<file path="src/hw/rtl/ncc_pkg.sv">
// ----------------------------------------------------------------------------
// NCC package
// Shared constants, operation codes and back-end state type.
// ----------------------------------------------------------------------------
package ncc_pkg;

    localparam int CORR_W   = 16;     // Q1.15 result width
    localparam int SRCH_W   = 17;     // search bounds, holds 0..32768
    localparam int ODD_W    = 17;     // 2*k-1 for k up to 32768
    localparam int RHS_SH   = 32;     // numerator square is scaled by 2^32
    localparam logic [SRCH_W-1:0] SRCH_TOP = 17'd32768;
    localparam logic [CORR_W-1:0] CORR_MAX = 16'd32767;

    typedef enum logic [3:0] {
        OP_NSAB = 4'd0,
        OP_SASB = 4'd1,
        OP_NSAA = 4'd2,
        OP_SASA = 4'd3,
        OP_NSBB = 4'd4,
        OP_SBSB = 4'd5,
        OP_PROD = 4'd6,
        OP_RHS  = 4'd7,
        OP_ODD  = 4'd8,
        OP_TEST = 4'd9
    } t_op;

    typedef enum logic [3:0] {
        ST_IDLE = 4'b0001,
        ST_RUN  = 4'b0010,
        ST_WAIT = 4'b0100,
        ST_OUT  = 4'b1000
    } t_back_state;

endpackage

</file>
<file path="src/hw/rtl/ncc_front.sv">
// ----------------------------------------------------------------------------
// NCC front end
// Accumulates count, sums, sums of squares and cross sum per patch and
// hands a snapshot of them to the queue on the last pair.
// ----------------------------------------------------------------------------
module ncc_front #(
    parameter int MAX_PIXELS = 1024
) (
    input  logic i_clk,
    input  logic i_rst_n,
    input  logic i_valid,
    input  logic [7:0] i_pixel_a,
    input  logic [7:0] i_pixel_b,
    input  logic i_last,
    input  logic i_full,
    output logic o_ready,
    output logic o_push,
    output logic [$clog2(MAX_PIXELS+1)*6+64:0] o_snap
);
    localparam int CW = $clog2(MAX_PIXELS + 1);
    localparam int SW = CW + 8;
    localparam int QW = CW + 16;

    logic [CW-1:0] r_cnt, n_cnt;
    logic [SW-1:0] r_sa, n_sa, r_sb, n_sb;
    logic [QW-1:0] r_saa, n_saa, r_sbb, n_sbb, r_sab, n_sab;
    logic r_ovf, n_ovf;
    logic w_take;

    assign o_ready = !i_full;
    assign w_take  = i_valid && o_ready;
    assign o_push  = w_take && i_last;

    always_comb begin
        n_cnt = r_cnt;
        n_sa  = r_sa;
        n_sb  = r_sb;
        n_saa = r_saa;
        n_sbb = r_sbb;
        n_sab = r_sab;
        n_ovf = r_ovf;
        if (r_cnt < CW'(MAX_PIXELS)) begin
            n_cnt = r_cnt + 1'b1;
            n_sa  = r_sa + SW'(i_pixel_a);
            n_sb  = r_sb + SW'(i_pixel_b);
            n_saa = r_saa + QW'(i_pixel_a) * QW'(i_pixel_a);
            n_sbb = r_sbb + QW'(i_pixel_b) * QW'(i_pixel_b);
            n_sab = r_sab + QW'(i_pixel_a) * QW'(i_pixel_b);
        end else begin
            n_ovf = 1'b1;
        end
    end

    assign o_snap = {n_ovf, n_sab, n_sbb, n_saa, n_sb, n_sa, n_cnt};

    always_ff @(posedge i_clk) begin
        if (!i_rst_n || o_push) begin
            r_cnt <= '0;
            r_sa  <= '0;
            r_sb  <= '0;
            r_saa <= '0;
            r_sbb <= '0;
            r_sab <= '0;
            r_ovf <= 1'b0;
        end else if (w_take) begin
            r_cnt <= n_cnt;
            r_sa  <= n_sa;
            r_sb  <= n_sb;
            r_saa <= n_saa;
            r_sbb <= n_sbb;
            r_sab <= n_sab;
            r_ovf <= n_ovf;
        end
    end
endmodule

</file>
<file path="src/hw/rtl/ncc_fifo.sv">
// ----------------------------------------------------------------------------
// NCC queue
// Two-entry queue of patch snapshots between front and back end.
// ----------------------------------------------------------------------------
module ncc_fifo #(
    parameter int W = 8
) (
    input  logic i_clk,
    input  logic i_rst_n,
    input  logic i_push,
    input  logic [W-1:0] i_data,
    input  logic i_pop,
    output logic [W-1:0] o_data,
    output logic o_full,
    output logic o_empty
);
    logic [W-1:0] r_mem [2];
    logic r_wptr, r_rptr;
    logic [1:0] r_cnt;

    assign o_full  = (r_cnt == 2'd2);
    assign o_empty = (r_cnt == 2'd0);
    assign o_data  = r_mem[r_rptr];

    always_ff @(posedge i_clk) begin
        if (i_push) begin
            r_mem[r_wptr] <= i_data;
        end
    end

    always_ff @(posedge i_clk) begin
        if (!i_rst_n) begin
            r_wptr <= 1'b0;
            r_rptr <= 1'b0;
            r_cnt  <= 2'd0;
        end else begin
            if (i_push) begin
                r_wptr <= !r_wptr;
            end
            if (i_pop) begin
                r_rptr <= !r_rptr;
            end
            r_cnt <= r_cnt + 2'(i_push) - 2'(i_pop);
        end
    end
endmodule

</file>
<file path="src/hw/rtl/ncc_mul.sv">
// ----------------------------------------------------------------------------
// NCC multiplier
// Shift-and-add multiplier, one multiplier bit per cycle, stops early
// once the remaining multiplier bits are zero.
// ----------------------------------------------------------------------------
module ncc_mul #(
    parameter int AW = 8,
    parameter int BW = 8
) (
    input  logic i_clk,
    input  logic i_rst_n,
    input  logic i_start,
    input  logic [AW-1:0] i_a,
    input  logic [BW-1:0] i_b,
    output logic o_done,
    output logic [AW+BW-1:0] o_prod
);
    logic [AW+BW-1:0] r_acc, r_ash;
    logic [BW-1:0] r_bsh;
    logic r_busy;

    assign o_done = r_busy && (r_bsh == '0);
    assign o_prod = r_acc;

    always_ff @(posedge i_clk) begin
        if (i_start) begin
            r_acc <= '0;
            r_ash <= (AW+BW)'(i_a);
            r_bsh <= i_b;
        end else if (r_busy) begin
            if (r_bsh[0]) begin
                r_acc <= r_acc + r_ash;
            end
            r_ash <= r_ash << 1;
            r_bsh <= r_bsh >> 1;
        end
    end

    always_ff @(posedge i_clk) begin
        if (!i_rst_n) begin
            r_busy <= 1'b0;
        end else if (i_start) begin
            r_busy <= 1'b1;
        end else if (o_done) begin
            r_busy <= 1'b0;
        end
    end
endmodule

</file>
<file path="src/hw/rtl/ncc_back.sv">
// ----------------------------------------------------------------------------
// NCC back end
// Forms the covariance and variance terms, then, unless the patch is flat,
// searches the Q1.15 coefficient by bisection with exact squared comparisons.
// ----------------------------------------------------------------------------
module ncc_back #(
    parameter int MAX_PIXELS = 1024
) (
    input  logic i_clk,
    input  logic i_rst_n,
    input  logic i_empty,
    input  logic [$clog2(MAX_PIXELS+1)*6+64:0] i_snap,
    output logic o_pop,
    output logic o_valid,
    input  logic i_ready,
    output logic [ncc_pkg::CORR_W-1:0] o_corr,
    output logic o_flat,
    output logic o_ovf
);
    localparam int CW = $clog2(MAX_PIXELS + 1);
    localparam int SW = CW + 8;
    localparam int QW = CW + 16;
    localparam int TW = CW + QW;
    localparam int PW = 2 * TW;
    localparam int BW = (TW > 2 * ncc_pkg::ODD_W) ? TW : 2 * ncc_pkg::ODD_W;
    localparam int RW = PW + BW;
    localparam int O_SA  = CW;
    localparam int O_SB  = O_SA + SW;
    localparam int O_SAA = O_SB + SW;
    localparam int O_SBB = O_SAA + QW;
    localparam int O_SAB = O_SBB + QW;
    localparam int O_OVF = O_SAB + QW;

    ncc_pkg::t_back_state r_state;
    ncc_pkg::t_op r_op;
    logic [CW-1:0] r_n;
    logic [SW-1:0] r_sa, r_sb;
    logic [QW-1:0] r_saa, r_sbb, r_sab;
    logic [BW-1:0] r_x;
    logic [TW-1:0] r_mag, r_t1;
    logic r_neg;
    logic [PW-1:0] r_prod;
    logic [PW-1:0] r_rhs;
    logic [ncc_pkg::SRCH_W-1:0] r_lo, r_hi, r_mid;
    logic [ncc_pkg::SRCH_W:0] w_sum;
    logic [ncc_pkg::SRCH_W-1:0] w_mid;
    logic [ncc_pkg::ODD_W-1:0] w_odd;
    logic [PW-1:0] w_a;
    logic [BW-1:0] w_b;
    logic w_start, w_done;
    logic [RW-1:0] w_res;
    logic [TW:0] w_diff;
    logic [TW-1:0] w_t;

    assign w_sum = {1'b0, r_lo} + {1'b0, r_hi} + 1'b1;
    assign w_mid = w_sum[ncc_pkg::SRCH_W:1];
    // The odd factor is formed from the midpoint of the current bounds.
    assign w_odd = {w_mid[ncc_pkg::ODD_W-2:0], 1'b0} - 1'b1;
    assign w_diff = {1'b0, r_x[TW-1:0]} - {1'b0, w_res[TW-1:0]};
    assign w_t = w_diff[TW-1:0];

    always_comb begin
        w_a = '0;
        w_b = '0;
        unique case (r_op)
            ncc_pkg::OP_NSAB: begin w_a = PW'(r_sab); w_b = BW'(r_n); end
            ncc_pkg::OP_SASB: begin w_a = PW'(r_sa);  w_b = BW'(r_sb); end
            ncc_pkg::OP_NSAA: begin w_a = PW'(r_saa); w_b = BW'(r_n); end
            ncc_pkg::OP_SASA: begin w_a = PW'(r_sa);  w_b = BW'(r_sa); end
            ncc_pkg::OP_NSBB: begin w_a = PW'(r_sbb); w_b = BW'(r_n); end
            ncc_pkg::OP_SBSB: begin w_a = PW'(r_sb);  w_b = BW'(r_sb); end
            ncc_pkg::OP_PROD: begin w_a = PW'(r_t1);  w_b = r_x; end
            ncc_pkg::OP_RHS:  begin w_a = PW'(r_mag); w_b = BW'(r_mag); end
            ncc_pkg::OP_ODD:  begin w_a = PW'(w_odd); w_b = BW'(w_odd); end
            ncc_pkg::OP_TEST: begin w_a = r_prod;     w_b = r_x; end
            default: begin w_a = '0; w_b = '0; end
        endcase
    end

    assign w_start = (r_state == ncc_pkg::ST_RUN) &&
                     !((r_op == ncc_pkg::OP_ODD) && (r_lo >= r_hi));

    ncc_mul #(.AW(PW), .BW(BW)) u_mul (
        .i_clk   (i_clk),
        .i_rst_n (i_rst_n),
        .i_start (w_start),
        .i_a     (w_a),
        .i_b     (w_b),
        .o_done  (w_done),
        .o_prod  (w_res)
    );

    assign o_pop   = (r_state == ncc_pkg::ST_IDLE) && !i_empty;
    assign o_valid = (r_state == ncc_pkg::ST_OUT);

    always_ff @(posedge i_clk) begin
        if (o_pop) begin
            r_n   <= i_snap[CW-1:0];
            r_sa  <= i_snap[O_SA +: SW];
            r_sb  <= i_snap[O_SB +: SW];
            r_saa <= i_snap[O_SAA +: QW];
            r_sbb <= i_snap[O_SBB +: QW];
            r_sab <= i_snap[O_SAB +: QW];
            o_ovf <= i_snap[O_OVF];
        end
    end

    always_ff @(posedge i_clk) begin
        if (!i_rst_n) begin
            r_state <= ncc_pkg::ST_IDLE;
            r_op    <= ncc_pkg::OP_NSAB;
        end else begin
            unique case (r_state)
                ncc_pkg::ST_IDLE: begin
                    if (!i_empty) begin
                        r_op    <= ncc_pkg::OP_NSAB;
                        r_state <= ncc_pkg::ST_RUN;
                    end
                end
                ncc_pkg::ST_RUN: begin
                    if (w_start) begin
                        r_state <= ncc_pkg::ST_WAIT;
                        if (r_op == ncc_pkg::OP_ODD) begin
                            r_mid <= w_mid;
                        end
                    end else begin
                        // Search has converged: lo is the rounded magnitude.
                        o_flat <= 1'b0;
                        if (r_neg) begin
                            o_corr <= ncc_pkg::CORR_W'(~r_lo + 1'b1);
                        end else if (r_lo > ncc_pkg::SRCH_W'(ncc_pkg::CORR_MAX)) begin
                            o_corr <= ncc_pkg::CORR_MAX;
                        end else begin
                            o_corr <= r_lo[ncc_pkg::CORR_W-1:0];
                        end
                        r_state <= ncc_pkg::ST_OUT;
                    end
                end
                ncc_pkg::ST_WAIT: begin
                    if (w_done) begin
                        r_state <= ncc_pkg::ST_RUN;
                        unique case (r_op)
                            ncc_pkg::OP_NSAB, ncc_pkg::OP_NSAA, ncc_pkg::OP_NSBB: begin
                                r_x  <= w_res[BW-1:0];
                                r_op <= ncc_pkg::t_op'(r_op + 4'd1);
                            end
                            ncc_pkg::OP_SASB: begin
                                r_neg <= w_diff[TW];
                                r_mag <= w_diff[TW] ? (~w_t + 1'b1) : w_t;
                                r_op  <= ncc_pkg::OP_NSAA;
                            end
                            ncc_pkg::OP_SASA: begin
                                r_t1 <= w_t;
                                r_op <= ncc_pkg::OP_NSBB;
                            end
                            ncc_pkg::OP_SBSB: begin
                                r_x <= BW'(w_t);
                                if ((r_t1 == '0) || (w_t == '0)) begin
                                    o_corr  <= '0;
                                    o_flat  <= 1'b1;
                                    r_state <= ncc_pkg::ST_OUT;
                                end else begin
                                    r_op <= ncc_pkg::OP_PROD;
                                end
                            end
                            ncc_pkg::OP_PROD: begin
                                r_prod <= w_res[PW-1:0];
                                r_op   <= ncc_pkg::OP_RHS;
                            end
                            ncc_pkg::OP_RHS: begin
                                r_rhs <= w_res[PW-1:0];
                                r_lo  <= '0;
                                r_hi  <= ncc_pkg::SRCH_TOP;
                                r_op  <= ncc_pkg::OP_ODD;
                            end
                            ncc_pkg::OP_ODD: begin
                                r_x  <= w_res[BW-1:0];
                                r_op <= ncc_pkg::OP_TEST;
                            end
                            ncc_pkg::OP_TEST: begin
                                if (w_res <= RW'({r_rhs, {ncc_pkg::RHS_SH{1'b0}}})) begin
                                    r_lo <= r_mid;
                                end else begin
                                    r_hi <= r_mid - 1'b1;
                                end
                                r_op <= ncc_pkg::OP_ODD;
                            end
                            default: r_state <= ncc_pkg::ST_IDLE;
                        endcase
                    end
                end
                ncc_pkg::ST_OUT: begin
                    if (i_ready) begin
                        r_state <= ncc_pkg::ST_IDLE;
                    end
                end
                default: r_state <= ncc_pkg::ST_IDLE;
            endcase
        end
    end
endmodule

</file>
<file path="src/hw/rtl/normalized_cross_correlation.sv">
// Input side takes one pixel pair per cycle while the snapshot queue is not full.
// The back end forms every product on the shared shift-and-add multiplier: eight
// form the statistics, then up to sixteen search steps take two each. A two-entry
// snapshot queue lets the next patch stream in while the back end works. Synchronous
// active-low reset clears the front-end accumulators, the queue and the result valid.
// ----------------------------------------------------------------------------
// Normalized cross-correlation
// Accumulates patch statistics and emits the Q1.15 correlation per patch.
// ----------------------------------------------------------------------------
module normalized_cross_correlation #(
    parameter int MAX_PIXELS = 1024
) (
    input  logic        i_clk,
    input  logic        i_rst_n,
    input  logic        s_axis_tvalid,
    output logic        s_axis_tready,
    input  logic [15:0] s_axis_tdata,   // pixel_a [7:0], pixel_b [15:8]
    input  logic        s_axis_tlast,
    output logic        m_axis_tvalid,
    input  logic        m_axis_tready,
    output logic [15:0] m_axis_tdata,   // correlation [15:0]
    output logic [1:0]  m_axis_tuser    // flat_patch [0], count_overflow [1]
);
    localparam int SNW = $clog2(MAX_PIXELS + 1) * 6 + 65;

    logic w_push, w_pop, w_full, w_empty;
    logic [SNW-1:0] w_snap_in, w_snap_out;
    logic w_flat, w_ovf;

    ncc_front #(.MAX_PIXELS(MAX_PIXELS)) u_front (
        .i_clk     (i_clk),
        .i_rst_n   (i_rst_n),
        .i_valid   (s_axis_tvalid),
        .i_pixel_a (s_axis_tdata[7:0]),
        .i_pixel_b (s_axis_tdata[15:8]),
        .i_last    (s_axis_tlast),
        .i_full    (w_full),
        .o_ready   (s_axis_tready),
        .o_push    (w_push),
        .o_snap    (w_snap_in)
    );

    ncc_fifo #(.W(SNW)) u_fifo (
        .i_clk   (i_clk),
        .i_rst_n (i_rst_n),
        .i_push  (w_push),
        .i_data  (w_snap_in),
        .i_pop   (w_pop),
        .o_data  (w_snap_out),
        .o_full  (w_full),
        .o_empty (w_empty)
    );

    ncc_back #(.MAX_PIXELS(MAX_PIXELS)) u_back (
        .i_clk   (i_clk),
        .i_rst_n (i_rst_n),
        .i_empty (w_empty),
        .i_snap  (w_snap_out),
        .o_pop   (w_pop),
        .o_valid (m_axis_tvalid),
        .i_ready (m_axis_tready),
        .o_corr  (m_axis_tdata),
        .o_flat  (w_flat),
        .o_ovf   (w_ovf)
    );

    assign m_axis_tuser = {w_ovf, w_flat};

    a_no_push_full: assert property (@(posedge i_clk) disable iff (!i_rst_n)
        w_push |-> !w_full)
        else $error("snapshot pushed into a full queue");

    a_no_pop_empty: assert property (@(posedge i_clk) disable iff (!i_rst_n)
        w_pop |-> !w_empty)
        else $error("snapshot popped from an empty queue");

    a_flat_zero: assert property (@(posedge i_clk) disable iff (!i_rst_n)
        (m_axis_tvalid && w_flat) |-> (m_axis_tdata == 16'd0))
        else $error("flat patch with nonzero correlation");
endmodule

</file>
<file path="config.mk">
export PLATFORM = sky130hd
export DESIGN_NAME = normalized_cross_correlation
export DESIGN_NICKNAME = d
export VERILOG_FILES = /design/src/hw/rtl/ncc_pkg.sv /design/src/hw/rtl/ncc_front.sv /design/src/hw/rtl/ncc_fifo.sv /design/src/hw/rtl/ncc_mul.sv /design/src/hw/rtl/ncc_back.sv /design/src/hw/rtl/normalized_cross_correlation.sv
export SDC_FILE = /design/constraint.sdc
export NUM_CORES = 2
export LEC_CHECK = 0
export ABC_AREA = 1
export BUFFER_PORTS_ARGS = -buffer_cell sky130_fd_sc_hd__buf_2
export CAP_MARGIN = 20
export CORE_AREA = 8 8 421 423
export CTS_CLUSTER_SIZE = 40
export DETAILED_ROUTE_END_ITERATION = 10
export DIE_AREA = 0 0 429 431
export SETUP_SLACK_MARGIN = 0.3
export SYNTH_ARGS = -nofsm -noshare
export SYNTH_HDL_FRONTEND = slang
export SYNTH_HIERARCHICAL = 1
export SYNTH_SLANG_ARGS = --single-unit
</file>
<file path="constraint.sdc">
create_clock -name i_clk -period 8.9 [get_ports i_clk]
set_input_delay 0 -clock i_clk [delete_from_list [all_inputs] [get_ports i_clk]]
set_output_delay 0 -clock i_clk [all_outputs]
set_load 0.02 [all_outputs]
</file>
### After elaboration in Yosys (flattened, before gate mapping)

Memory sizes are Yosys's and may differ from the RTL's. A register that Yosys moved wholly into a read port is not among the register bits.
Cells that the tools add are included.

| cells by class | value |
|---|---|
| muxes and demuxes | 47 |
| add/sub/neg operators | 17 |
| bitwise logic cells | 2 |
| $lt $le $gt $ge | 4 |
| multipliers | 3 |
| reduce and logical (&&, ||, !) cells | 44 |
| equality and inequality tests | 24 |

Operator list:

| cell | count |
|---|---|
| $pmux W76 S9 | 1 |
| $pmux W38 S6 | 1 |
| $mux W76 | 2 |
| $add A114 B114 Y114 | 1 |
| $le A114 B108 Y1 | 1 |
| $logic_not A38 Y1 | 3 |
| $mux W38 | 3 |
| $mux W16 | 6 |
| $add A27 B16 Y27 | 3 |
| $mux W27 | 3 |
| $pmux W38 S2 | 1 |
| $pmux W17 S2 | 2 |
| $mul A8 B8 Y16 | 3 |
| $sub A38 B38 Y39 | 1 |
| $add A19 B8 Y19 | 2 |
| $add A38 B1 Y38 const B | 1 |
| $mux W19 | 2 |
| $not A38 Y38 | 1 |
| $mux W17 | 2 |
| $sub A17 B1 Y17 const B | 2 |
| $mux W4 | 8 |
| $pmux W16 S2 | 1 |
| $pmux W4 S7 | 1 |
| $reduce_and A4 Y1 | 6 |
| other kinds (39) | 84 |

| storage, ports and cells | value |
|---|---|
| memories | 1 |
| logic and storage cells | 170 |
| bits in writable memories | 262 |
| output and inout port bits | 20 |
| flip-flop bits (word level) | 745 |
| input port bits | 21 |

Memory list:

| memory | words | bits a word | rd ports | clocked after memory_dff | write ports | RTL line | source |
|---|---|---|---|---|---|---|---|
| u_fifo.r_mem | 2 | 131 | 1 | 1 | 1 | ncc_fifo.sv:17 | `logic [W-1:0] r_mem [2];` |

### Depth between registers and ports, before layout

| depth | value |
|---|---|
| word-level depth | 7 |
| gate-level depth with buffers | 28 |
| gate-level depth less buffers | 26 |

### By module

Netlist, hierarchy kept.

By module, submodules not included:

| module | seq. area each (um^2) | times used | area each (um^2) | cells an instance |
|---|---|---|---|---|
| ncc_back | 14153.6 | 1 | 26565.5 | 2899 |
| ncc_mul | 6486.2 | 1 | 22683.0 | 3950 |
| ncc_front | 2622.5 | 1 | 16711.0 | 2667 |
| ncc_fifo | 7967.6 | 1 | 10053.4 | 441 |
| normalized_cross_correlation | 0.0 | 1 | 15.0 | 2 |

### Least setup slack after synthesis

Ideal clock, no wire load.

| timing | value |
|---|---|
| path kind | reg-to-reg |
| from | register u_back.r_state[3] |
| to | register u_fifo.r_cnt[1] |
| required time | 8785 ps |
| arrival | 7476 ps |
| stages on the path, launching flop included | 10 |
| path buffers | 0 |
| library setup time | 115 ps |
| setup slack | 1309 ps |
| period minus slack after synthesis | 7591 ps |
| cells stage by stage | dfxtp_1 > nor2_1 > nand3_1 > nor2_1 > ha_1 > inv_1 > ha_1 > nand3_1 > nand2_1 > nor2_1 |

| on the way | value |
|---|---|
| cells in the longest elaborated chain, start to end | 3 |

RTL lines:

| element | RTL line | source |
|---|---|---|
| start, declared | ncc_back.sv:34 | `ncc_pkg::t_back_state r_state;` |
| start signal, assigned | ncc_back.sv:110 | `r_state <= ncc_pkg::ST_IDLE;` |
| start signal, assigned | ncc_back.sv:117 | `r_state <= ncc_pkg::ST_RUN;` |
| start signal, assigned | ncc_back.sv:122 | `r_state <= ncc_pkg::ST_WAIT;` |
| $eq A4 B1 Y1 | ncc_back.sv:93 | `assign o_pop = (r_state == ncc_pkg::ST_IDLE) && !i_empty;` |
| $logic_and A1 B1 Y1 | ncc_back.sv:93 |  |
| named net w_pop | normalized_cross_correlation.sv:26 | `logic w_push, w_pop, w_full, w_empty;` |
| $sub A2 B1 Y2 | ncc_fifo.sv:43 | `r_cnt <= r_cnt + 2'(i_push) - 2'(i_pop);` |
| end signal, assigned | ncc_fifo.sv:43 |  |
| end, declared | ncc_fifo.sv:19 | `logic [1:0] r_cnt;` |

The timed path passes the listed nets, and every way through them passes these cells.
A chain may end at the register's enable or synchronous reset.

### Worst setup path in the final report

| timing | value |
|---|---|
| from | register u_back.u_mul.r_acc[7] (netlist: u_back/u_mul/o_prod[7]) |
| to | register u_back/o_corr[6] (netlist name) (enable) |

| on the way | value |
|---|---|
| cells in the longest elaborated chain, start to end | 5 |

RTL lines:

| element | RTL line | source |
|---|---|---|
| start, declared | ncc_mul.sv:18 | `logic [AW+BW-1:0] r_acc, r_ash;` |
| start signal, assigned | ncc_mul.sv:32 | `r_acc <= r_acc + r_ash;` |
| $sub A38 B38 Y39 | ncc_back.sv:59 | `assign w_diff = {1'b0, r_x[TW-1:0]} - {1'b0, w_res[TW-1:0]};` |
| named net u_back.w_diff[33] | ncc_back.sv:52 | `logic [TW:0] w_diff;` |
| $logic_not A38 Y1 | ncc_back.sv:158 | `if ((r_t1 == '0) \|\| (w_t == '0)) begin` |
| $logic_or A1 B1 Y1 | ncc_back.sv:158 |  |
| $ne A2 B1 Y1 (no source line) | - |  |
| $reduce_and A6 Y1 (no source line) | - |  |
| end signal, assigned | ncc_back.sv:130 | `o_corr <= ncc_pkg::CORR_W'(~r_lo + 1'b1);` |
| end signal, assigned | ncc_back.sv:132 | `o_corr <= ncc_pkg::CORR_MAX;` |
| end signal, assigned | ncc_back.sv:134 | `o_corr <= r_lo[ncc_pkg::CORR_W-1:0];` |
| end, declared | ncc_back.sv:16 | `output logic [ncc_pkg::CORR_W-1:0] o_corr,` |

The timed path passes the listed nets, and every way through them passes these cells.

==> flow_metrics.tcl <==
set metrics [dict create \
    switching_share_pct 46.8 \
    slowest_stage "dfxtp_1" \
    area_growth_pct 9.66 \
    h-tree-depth 4 \
    gp_congestion 1.02 \
    p_comb_share_pct 49.3 \
    leakage_uw 0.0411 \
    rrSetupSlack_ns 4.20 \
    power.share.clock_pct 20.0 \
    final_layout_size_suffix_gt1_share_pct 7.73 \
    start_kind "flip-flop" \
    fin_tns_setup_ns 0 \
    power_density_nw_per_um2 340 \
    wl_per_cell_um 22.1 \
    rows 152 \
    synth.yosys.seq_area_share_pct 41.1 \
    layout_commonest_cell "nand2_1" \
    synth_area_per_cell_um2 7.63 \
    via_per_inst 5.24 \
    power_frac_seq_pct 30.7 \
    crit_top_cell "nand3_1" \
    cp.required_ns 9.31 \
    die_area_um2 185000 \
    fp.dieH_um 431 \
    status "complete, no violations" \
    peakVddDrop_v 0.000246 \
    grt_max_degree 126 \
    layout.nets 10600 \
    cts_buffers 135 \
    drt_pre_antenna_iters 8 \
    n_antenna_cell 0 \
    end_kind "flip-flop" \
    die_w_um 429 \
    finalClockSkew_ns 0.0272 \
    synth_warnings 6 \
    cts_setup_buffers 0 \
    num_vias 64700 \
    cts.repair.resized 0 \
    finalSetupViolCount 0 \
    cts-root-buf "clkbuf_16" \
    arrival_ns 5.10 \
    p_switching_uw 13300 \
    hp-class "in -> reg" \
    dpl.hpwl_um 214000 \
    path_cells "inv_1, ha_1, nand2_2, nor2_4, nand3_1, nor3_1, nor2_1, nand3_1, nand2_2, nor2_1, nand3_1, nor2_1, nand2_2, nand3_2, nand3_1, nor2_2" \
    ys_ff_latch 1139 \
    grt.total_usage_pct 28.5 \
    synth_fp_nets 10500 \
    ys_types 77 \
    crit_family "simple AND/OR/NAND/NOR gates" \
    synth_area_um2 76000 \
    synth_edf_count 842 \
    slew-limit-headroom_pct 27.4 \
    cap_viol_max_count 0 \
    fin_crit_ns 4.70 \
    portBuffers 40 \
    grt-ovfl-total 0 \
    worst-path-buf-inv 1 \
    start_util_pct 44.6 \
    cts_tree "yes" \
    clkLatencyLatePin_ns 0.81 \
    clk_pin_slew_ns 0.06 \
    max_stage_delay_ns 0.87 \
    fin_crit_sh_pct 52.8 \
    drtAntennaViolNets 0 \
    grt_pass1_wl_um 396000 \
    path_class "reg -> reg" \
    cts.sinks 1139 \
    routed_wl_um 273000 \
    syn_inst 9959 \
    p_int_uw 15100 \
    drtIter0Drc 6330 \
    antenna_found_initial 2 \
    async_flop_share_pct 0 \
    ys.flop_type "edfxtp_1" \
    worst_pin_slew_ns 1.09 \
    path_max_fanout 17 \
    pin_count 41 \
    fmax_mhz 213 \
    core_area_um2 171000 \
    rsz0062_at_grt "false" \
    grt_pass1_vias 61000 \
    mostFrequentLayoutCells "nand2_1, inv_1, nor2_1" \
    drc 0 \
    hold_viol 0 \
    finalMaxSlewViolations 0 \
    utilization_pct 48.9 \
    clock_path_buffers 3 \
]
cells in the mapped netlist (41+ instances only):
master       n  area (um2)
ha_1       417        5220
nand2_2     62         388
edfxtp_1   842       25300
fa_1       129        2580
clkbuf_1   153         574
o21ai_0    348        1740
nand4_1    108         676
nor3_1      56         280
dfxtp_1    297        5950
inv_2       60         225
buf_2       41         205
a21oi_1    370        1850
nand2_1   2984       11200
inv_1     1969        7390
mux2_4      90        1350
nand3_1    416        2080
xor2_1     127        1110
mux2_2      41         462
nor2_2      79         494
nor2_1     916        3440
sequential cells by signal, summed over array words and instances, names as in the netlist, 19 cells and up, named ones only:
name / count
u_back/u_mul/r_ash: 114
u_back/r_x: 38
u_back/r_rhs: 76
u_front/r_sb: 19
u_back/r_mag: 38
u_back/r_sab: 27
u_back/r_t1: 38
u_back/r_prod: 76
u_front/r_saa: 27
u_front/r_sab: 27
u_front/r_sa: 19
u_back/r_sbb: 27
u_back/r_sa: 19
u_back/u_mul/o_prod: 114
u_back/r_sb: 19
u_back/u_mul/r_bsh: 38
u_fifo/r_mem: 262
u_back/r_saa: 27
u_front/r_sbb: 27
metal layers:
metal / GRT usage, % / vias up / wire length [um]
li1: - / 31400 / -
met1: 38.1 / 30700 / 118000
met2: 47.1 / 2178 / 126000
met3: 3.32 / 395 / 16600
met4: 11.8 / 0 / 12600
met5: 0 / - / 0
worst min-delay path, delay by kind of cell:
| family | cells | cell delay [ns] |
|---|---|---|
| AOI/OAI and AO/OA | 1 | 0.12 |
| buffers and inverters | 2 | 0.41 |
| adders and majority gates | 1 | 0.16 |
timing repair:
action,CTS,global route
hold buffers,7,0
hold endpoints to repair,45,0
setup endpoints to repair,0,0
power groups by stage:
stage / sequential (uW) / combinational, uW / clock [uW]
6_report: 8710 / 14000 / 5660
5_1_grt: 8770 / 15500 / 5970
4_1_cts: 8720 / 13800 / 5780
3_5_place_dp: 8820 / 13700 / 0
3_3_place_gp: 8800 / 13600 / 0
2_1_floorplan: 8140 / 9410 / 0
final cells by class:
type | instances | area, um2
Clock buffer | 173 | 3640
Clock inverter | 77 | 838
Fill cell | 16800 | 87200
Inverter | 2039 | 7670
Multi-Input combinational cell | 6546 | 36200
Sequential cell | 1139 | 31200
Tap cell | 2233 | 2790
Timing Repair Buffer | 128 | 946
kinds of logic after synthesis:
| kind of cell | synth area share, % |
|---|---|
| multiplexers | 2.41 |
| XOR/XNOR | 1.69 |
| AO/OA/AOI/OAI | 6.87 |
| flip-flops | 41.1 |
| AND/OR/NAND/NOR | 26.2 |
| adder cells (fa/ha/maj) | 10.3 |
| buffers and inverters | 11.5 |
final timing paths:
check / start / endpoint / depth (start not counted)
max reg2reg: u_back/u_mul/o_prod[7]$_SDFFE_PP0P_ / u_back/o_corr[6]$_SDFFCE_PP0P_ / 16
max: u_back/u_mul/o_prod[7]$_SDFFE_PP0P_ / u_back/o_corr[6]$_SDFFCE_PP0P_ / 16
min reg2reg: u_back/u_mul/o_prod[33]$_SDFFE_PP0P_ / u_back/r_rhs[33]$_DFFE_PP_ / 0
min: s_axis_tdata[9] / u_fifo/r_mem[0][31]$_DFFE_PP_ / 4
per-stage QoR:
step / instances / total power, uW / setup WS, ns / hold slack, ns / cell area, um2
floorplan: 9959 / 17500 / 1.31 / 0.0935 / 76000
global placement: 12100 / 22400 / 4.35 / 0.417 / 78800
detailed placement: 12100 / 22500 / 4.31 / 0.444 / 78800
CTS: 12300 / 28300 / 4.30 / 0.0566 / 83300
global route: 12300 / 30200 / 4.01 / 0.134 / 83400
finish: 12300 / 28400 / 4.20 / 0.112 / 83400
Power figures use the tool's default switching activity.
